[src/pwnt_pkg.sv]
// Shared types, constants and codes for the preference weighted neighbour test.
`default_nettype none

package pwnt_pkg;

  localparam int COORD_BITS   = 16;
  localparam int MAX_DIMS_DEF = 64;
  localparam int SPREAD_W     = 32;
  localparam int WEIGHT_W     = 16;
  localparam int ACC_W        = 56;
  localparam int MODE_W       = 2;
  localparam int CNT_W        = 7;
  localparam int CFG_IDX_W    = 2;
  localparam int SQ_W         = 2 * COORD_BITS;
  localparam int PROD_W       = WEIGHT_W + SQ_W;

  localparam logic [WEIGHT_W-1:0] WEIGHT_ONE = WEIGHT_W'(256);
  localparam logic [WEIGHT_W-1:0] KAPPA_RST  = WEIGHT_W'(256);

  // metric modes; the unused code behaves as euclidean squared
  localparam logic [MODE_W-1:0] MODE_MAX  = 2'd0;
  localparam logic [MODE_W-1:0] MODE_MANH = 2'd1;
  localparam logic [MODE_W-1:0] MODE_EUCL = 2'd2;

  // configuration register indexes
  localparam logic [CFG_IDX_W-1:0] REG_EPSILON = 2'd0;
  localparam logic [CFG_IDX_W-1:0] REG_DELTA   = 2'd1;
  localparam logic [CFG_IDX_W-1:0] REG_KAPPA   = 2'd2;
  localparam logic [CFG_IDX_W-1:0] REG_MODE    = 2'd3;

  typedef struct packed {
    logic signed [COORD_BITS-1:0] coord_p;
    logic signed [COORD_BITS-1:0] coord_q;
    logic [SPREAD_W-1:0]          spread_p;
    logic [SPREAD_W-1:0]          spread_q;
    logic                         final_dim;
  } pwnt_in_t;

  typedef struct packed {
    logic             is_neighbour;
    logic [ACC_W-1:0] pair_measure;
    logic [CNT_W-1:0] narrow_dims_p;
    logic [CNT_W-1:0] narrow_dims_q;
  } pwnt_out_t;

  // controller to datapath
  typedef struct packed {
    logic load;
    logic diff;
    logic square;
    logic mul;
    logic acc;
    logic emit;
  } pwnt_cmd_t;

  // datapath to controller
  typedef struct packed {
    logic last;
    logic out_free;
  } pwnt_stat_t;

endpackage

`default_nettype wire

[src/pwnt_dp.sv]
// Datapath: config registers, weighting, products, accumulators, output register.
`default_nettype none

module pwnt_dp #(
  parameter int MAX_DIMS = pwnt_pkg::MAX_DIMS_DEF
) (
  input  wire logic                               clk_i,
  input  wire logic                               rst_ni,
  input  wire pwnt_pkg::pwnt_in_t                 in_req_i,
  input  wire logic                               cfg_valid_i,
  input  wire logic [pwnt_pkg::CFG_IDX_W-1:0]     cfg_index_i,
  input  wire logic [pwnt_pkg::ACC_W-1:0]         cfg_data_i,
  input  wire pwnt_pkg::pwnt_cmd_t                cmd_i,
  output pwnt_pkg::pwnt_stat_t                    stat_o,
  output logic                                    out_valid_o,
  input  wire logic                               out_stall_i,
  output pwnt_pkg::pwnt_out_t                     out_data_o
);

  localparam int CW       = pwnt_pkg::COORD_BITS;
  localparam int AW       = pwnt_pkg::ACC_W;
  localparam int CAP_INT  = (MAX_DIMS < 127) ? MAX_DIMS : 127;
  localparam logic [pwnt_pkg::CNT_W-1:0] CNT_CAP = pwnt_pkg::CNT_W'(CAP_INT);

  // config registers
  logic [AW-1:0]                  eps_q;
  logic [pwnt_pkg::SPREAD_W-1:0]  delta_q;
  logic [pwnt_pkg::WEIGHT_W-1:0]  kappa_q;
  logic [pwnt_pkg::MODE_W-1:0]    mode_q;

  // per-dimension pipeline registers
  pwnt_pkg::pwnt_in_t             req_q;
  logic [CW-1:0]                  dist_q, dist_d;
  logic [pwnt_pkg::WEIGHT_W-1:0]  wp_q, wq_q, wp_d, wq_d;
  logic [pwnt_pkg::SQ_W-1:0]      term_q, term_d;
  logic [pwnt_pkg::PROD_W-1:0]    prod_p_q, prod_q_q;

  // pair state
  logic [AW-1:0]                  sum_p_q, sum_q_q, sum_p_d, sum_q_d;
  logic [pwnt_pkg::CNT_W-1:0]     cnt_p_q, cnt_q_q, cnt_p_d, cnt_q_d;

  logic                           out_valid_q, out_valid_d;
  pwnt_pkg::pwnt_out_t            out_q, out_d;

  logic [CW:0]                    diff, mag;
  logic                           narrow_p, narrow_q;
  logic [AW-1:0]                  measure;

  function automatic logic [AW-1:0] accumulate(
    input logic [AW-1:0]                   acc,
    input logic [pwnt_pkg::PROD_W-1:0]     prod,
    input logic [pwnt_pkg::MODE_W-1:0]     mode
  );
    logic [AW-1:0] term;
    logic [AW:0]   total;
    term  = AW'(prod);
    total = {1'b0, acc} + {1'b0, term};
    case (mode)
      pwnt_pkg::MODE_MAX: accumulate = (term > acc) ? term : acc;
      default:            accumulate = total[AW] ? {AW{1'b1}} : total[AW-1:0];
    endcase
  endfunction

  // absolute coordinate difference, weights and narrow flags
  always_comb begin
    diff     = {req_q.coord_p[CW-1], req_q.coord_p} - {req_q.coord_q[CW-1], req_q.coord_q};
    mag      = diff[CW] ? (~diff + 1'b1) : diff;
    dist_d   = mag[CW-1:0];
    narrow_p = (req_q.spread_p <= delta_q);
    narrow_q = (req_q.spread_q <= delta_q);
    wp_d     = narrow_p ? kappa_q : pwnt_pkg::WEIGHT_ONE;
    wq_d     = narrow_q ? kappa_q : pwnt_pkg::WEIGHT_ONE;
  end

  // distance or its square, depending on the mode
  always_comb begin
    if (mode_q == pwnt_pkg::MODE_MAX || mode_q == pwnt_pkg::MODE_MANH) begin
      term_d = pwnt_pkg::SQ_W'(dist_q);
    end else begin
      term_d = dist_q * dist_q;
    end
  end

  always_comb begin
    sum_p_d = sum_p_q;
    sum_q_d = sum_q_q;
    cnt_p_d = cnt_p_q;
    cnt_q_d = cnt_q_q;
    if (cmd_i.diff) begin
      if (narrow_p && cnt_p_q < CNT_CAP) begin
        cnt_p_d = pwnt_pkg::CNT_W'(cnt_p_q + 1'b1);
      end
      if (narrow_q && cnt_q_q < CNT_CAP) begin
        cnt_q_d = pwnt_pkg::CNT_W'(cnt_q_q + 1'b1);
      end
    end
    if (cmd_i.acc) begin
      sum_p_d = accumulate(sum_p_q, prod_p_q, mode_q);
      sum_q_d = accumulate(sum_q_q, prod_q_q, mode_q);
    end
    if (cmd_i.emit) begin
      sum_p_d = '0;
      sum_q_d = '0;
      cnt_p_d = '0;
      cnt_q_d = '0;
    end
  end

  // result and output register
  always_comb begin
    measure            = (sum_p_q > sum_q_q) ? sum_p_q : sum_q_q;
    out_d.is_neighbour = (measure <= eps_q);
    out_d.pair_measure = measure;
    out_d.narrow_dims_p = cnt_p_q;
    out_d.narrow_dims_q = cnt_q_q;
    if (cmd_i.emit) begin
      out_valid_d = 1'b1;
    end else if (!out_stall_i) begin
      out_valid_d = 1'b0;
    end else begin
      out_valid_d = out_valid_q;
    end
  end

  assign stat_o.last     = req_q.final_dim;
  assign stat_o.out_free = !out_valid_q || !out_stall_i;
  assign out_valid_o     = out_valid_q;
  assign out_data_o      = out_q;

  // config writes
  always_ff @(posedge clk_i or negedge rst_ni) begin
    if (!rst_ni) begin
      eps_q   <= '0;
      delta_q <= '0;
      kappa_q <= pwnt_pkg::KAPPA_RST;
      mode_q  <= pwnt_pkg::MODE_EUCL;
    end else if (cfg_valid_i) begin
      unique case (cfg_index_i)
        pwnt_pkg::REG_EPSILON: eps_q   <= cfg_data_i;
        pwnt_pkg::REG_DELTA:   delta_q <= cfg_data_i[pwnt_pkg::SPREAD_W-1:0];
        pwnt_pkg::REG_KAPPA:   kappa_q <= cfg_data_i[pwnt_pkg::WEIGHT_W-1:0];
        pwnt_pkg::REG_MODE:    mode_q  <= cfg_data_i[pwnt_pkg::MODE_W-1:0];
        default: ;
      endcase
    end
  end

  // control and pair state
  always_ff @(posedge clk_i or negedge rst_ni) begin
    if (!rst_ni) begin
      sum_p_q     <= '0;
      sum_q_q     <= '0;
      cnt_p_q     <= '0;
      cnt_q_q     <= '0;
      out_valid_q <= 1'b0;
    end else begin
      sum_p_q     <= sum_p_d;
      sum_q_q     <= sum_q_d;
      cnt_p_q     <= cnt_p_d;
      cnt_q_q     <= cnt_q_d;
      out_valid_q <= out_valid_d;
    end
  end

  // payload registers
  always_ff @(posedge clk_i) begin
    if (cmd_i.load) begin
      req_q <= in_req_i;
    end
    if (cmd_i.diff) begin
      dist_q <= dist_d;
      wp_q   <= wp_d;
      wq_q   <= wq_d;
    end
    if (cmd_i.square) begin
      term_q <= term_d;
    end
    if (cmd_i.mul) begin
      prod_p_q <= wp_q * term_q;
      prod_q_q <= wq_q * term_q;
    end
    if (cmd_i.emit) begin
      out_q <= out_d;
    end
  end

endmodule

`default_nettype wire

[config.mk]
export PLATFORM = sky130hd
export DESIGN_NAME = pwnt_dp
export DESIGN_NICKNAME = d
export VERILOG_FILES = /design/src/pwnt_pkg.sv /design/src/pwnt_dp.sv
export SDC_FILE = /design/constraint.sdc
export NUM_CORES = 2
export LEC_CHECK = 0
export BUFFER_PORTS_ARGS = -buffer_cell sky130_fd_sc_hd__clkbuf_2
export CAP_MARGIN = 20
export CORE_ASPECT_RATIO = 1.4
export CORE_MARGIN = 2
export CORE_UTILIZATION = 45
export CTS_CLUSTER_DIAMETER = 50
export DETAILED_ROUTE_END_ITERATION = 10
export PLACE_DENSITY = 0.68
export SYNTH_ARGS = -nofsm -noshare
export SYNTH_HDL_FRONTEND = slang
export SYNTH_SLANG_ARGS = --single-unit
[constraint.sdc]
create_clock -name clk_i -period 7.7 [get_ports clk_i]
set_input_delay 1.54 -clock clk_i [delete_from_list [all_inputs] [get_ports clk_i]]
set_output_delay 1.54 -clock clk_i [all_outputs]
set_load 0.02 [all_outputs]
==> impl_metrics.tcl <==
set metrics [dict create \
    synth_xor_area_frac 0.0277 \
    whs_endpoint "out_data_o[13]" \
    die_w_um 346 \
    synthAdderAreaFrac 0.396 \
    regArea_sq_mm 0.0162 \
    ys_warn_count 0 \
    synth_cell_types 90 \
    core_area_sq_mm 0.163 \
    root_buffer "clkbuf_16" \
    area_growth_pct 9.66 \
    synth_seq_cells 577 \
    worstSetupEndpointType "flip-flop" \
    finalCritPeriodShare 0.973 \
    yosysMostFrequentCell "inv_1" \
    synthFlopType "edfxtp_1" \
    wl_per_cell_um 21.1 \
    ios 239 \
    fin_tns_setup_ns 0 \
    cts_max_path_buffers 3 \
    htreeDepth 3 \
    worst_ep_arrival_time_ns 7.95 \
    slowest_delay_ns 0.67 \
    synth_mux_area_frac 0.0104 \
    syn_area_per_cell_sq_um 9.46 \
    filler_cell_count 14855 \
    worstMarginPinSlew_ns 1.08 \
    r2r-end "prod_q_q[47]" \
    synth.cells.most_frequent "inv_1 (1475), fa_1 (1004), nand2_1 (845), ha_1 (727), and2_1 (488)" \
    min_path_type "reg -> reg" \
    rsz0062_at_grt "no" \
    clk_pin_slew_worst_paths_ns 0.06 \
    initial_core_util 0.454 \
    max_freq_mhz 133 \
    slew_violations 0 \
    status "finished, final reports clean" \
    rr_startpoint "wq_q[4]" \
    grt_first_pass_wirelength_um 338000 \
    synth_top_family_by_area "adder cells" \
    rr_worst_depth 27 \
    finalWirelength_um 215000 \
    yosysTopAreaCell "fa_1" \
    ys_seq_area_frac 0.219 \
    clk_latency_ns 0.73 \
    via_per_inst 5.54 \
    start_kind "flip-flop" \
    cp_max_fo 15 \
    grt_pass1_vias 60876 \
    drtPass1Iterations 6 \
    post-dp-hpwl_um 173000 \
    worstSetupStartpoint "wq_q[4]" \
    relSlewSlack 0.277 \
    timing.clock.skew_ns 0.0272 \
    grt_overflow 0 \
    slowest_stage "edfxtp_1" \
    dieArea_sq_mm 0.167 \
    final-setup-viol-count 0 \
    crit_top_cell "fa_1" \
    die_h_um 483 \
    syn_nets 9699 \
    synthCells 7803 \
    vias 56483 \
    min_from "cnt_p_q[6]" \
    crit_family "adder cells" \
    cts_tree "built" \
    cts_buffers 83 \
    clock_sinks 577 \
    cp_num_buf_inv 8 \
    synth_edf_count 344 \
    drcViolationCount 0 \
    multiInputGateArea_sq_mm 0.0507 \
    antenna_found_initial 6 \
    grt_max_degree 112 \
    port_buffers 238 \
    drt_iter0_drc 3982 \
    synth-compound-area-share 0.113 \
    synth-async-reset-ratio 0.404 \
    crit_required_ns 8.15 \
    maxCapViolations 0 \
    period_needed_ns 7.49 \
    gp_congestion 0.962 \
    synthTopCellsByArea "fa_1 (27%), edfxtp_1 (14%), ha_1 (12%)" \
    hold_path_depth 0 \
    antenna_left 0 \
    synth_top_area_share 0.272 \
    path_class "reg -> reg" \
    syn_area_sq_mm 0.0738 \
    nets 9889 \
    rrSetupSlack_ns 0.21 \
    hold_viol 0 \
    rows 175 \
    drive_gt1_frac 0.0959 \
    synth-simple-area-share 0.140 \
    grt_usage 0.258 \
    cts_hold_buf 0 \
]
-- per-stage QoR --
step / setup WS, ns / instances / instance area, sq um / utilization / hold slack, ns
finish: 0.207 / 10192 / 80900 / 0.497 / 0.452
global route: 0.0117 / 10192 / 80900 / 0.497 / 0.462
CTS: 0.212 / 10172 / 80700 / 0.496 / 0.453
detailed placement: 0.236 / 10017 / 77900 / 0.479 / 0.438
global placement: 0.203 / 10017 / 77900 / 0.479 / 0.433
floorplan: 0.964 / 7803 / 73800 / - / 0.425
-- final cells by class --
class / count / share of cell area
multi-input combinational: 5403 / 0.627
sequential: 577 / 0.200
inverter: 1475 / 0.0684
timing repair buffer: 453 / 0.0366
tap: 2124 / 0.0328
clock buffer: 93 / 0.0266
clock inverter: 62 / 0.00903
antenna: 5 / 0.000155
-- worst max path at each step --
stage | endpoint | slack (ns) | cells after the start
finish | prod_q_q[47] | 0.21 | 27
CTS | prod_p_q[42] | 0.21 | 24
global route | prod_q_q[46] | 0.01 | 24
floorplan | prod_p_q[43] | 0.96 | 23
global placement | prod_p_q[42] | 0.20 | 24
detailed placement | prod_p_q[42] | 0.24 | 24
-- worst reg2reg max path, delay by kind of cell (launching register included) --
family | cells | cell delay (ns)
adders and majority gates | 7 | 3.52
and+or+nand+nor | 5 | 0.81
xor gates and xnor gates | 1 | 0.13
buffers and inverters | 8 | 1.08
AOI/OAI and AO/OA | 6 | 1.02
DFF | 1 | 0.67
-- state kept, by name, summed over array words and instances (netlist names), 48 cells and up --
signal / cells
prod_p_q: 48
sum_q_q: 56
out_data_o: 71
req_q: 96
sum_p_q: 56
prod_q_q: 48
eps_q: 56
-- placed cells by master, fill, tap and decap left out, types with 12 or more instances in the layout --
cell       instances
o21ai_0          303
nand2b_1          46
inv_1           1473
or3_1             19
and2_1           487
nand4_1           74
nor2b_1           84
clkbuf_16         84
buf_4            204
a211oi_1          18
nor2_1           260
nand3_1          130
and3_1            24
a21oi_1          341
a21o_1           147
nand2_1          845
inv_6             12
dfrtp_1          231
mux2_2            61
o21a_1            36
edfxtp_1         344
nor3_1            60
or2_2             12
xor2_1            72
fa_1            1004
o211ai_1          21
xnor2_1          161
o221ai_2          38
o31ai_1           30
o21bai_1          54
o221ai_1          53
or4_1             16
ha_1             727
nor4_1            31
a31oi_1           25
o21ai_2           26
clkbuf_2         234
a211o_1           12
o21ai_1           21
-- logic make-up (layout without fill, tap and decap cells) --
logic type	after synthesis	in the layout
mux	69	69
flops	577	577
other cells	0	5
xor+xnor	233	233
simple gates	2121	2121
compound gates	1249	1249
fa+ha+maj	1731	1731
buf+inv	1823	2083
-- metal layers --
| metal | GRT usage | wire length, um |
|---|---|---|
| met3 | 0.0394 | 12000 |
| met5 | 0 | 0 |
| met1 | 0.296 | 81400 |
| met2 | 0.459 | 109000 |
| met4 | 0.139 | 12700 |
-- what timing repair did --
| action | CTS | global route |
|---|---|---|
| resized for setup | 0 | 5 |
| setup endpoints to repair | 0 | 6 |
| setup buffers | 0 | 15 |
Power is not shown: default switching activity piles up to over one toggle a cycle in this logic, so the estimate is an artifact.
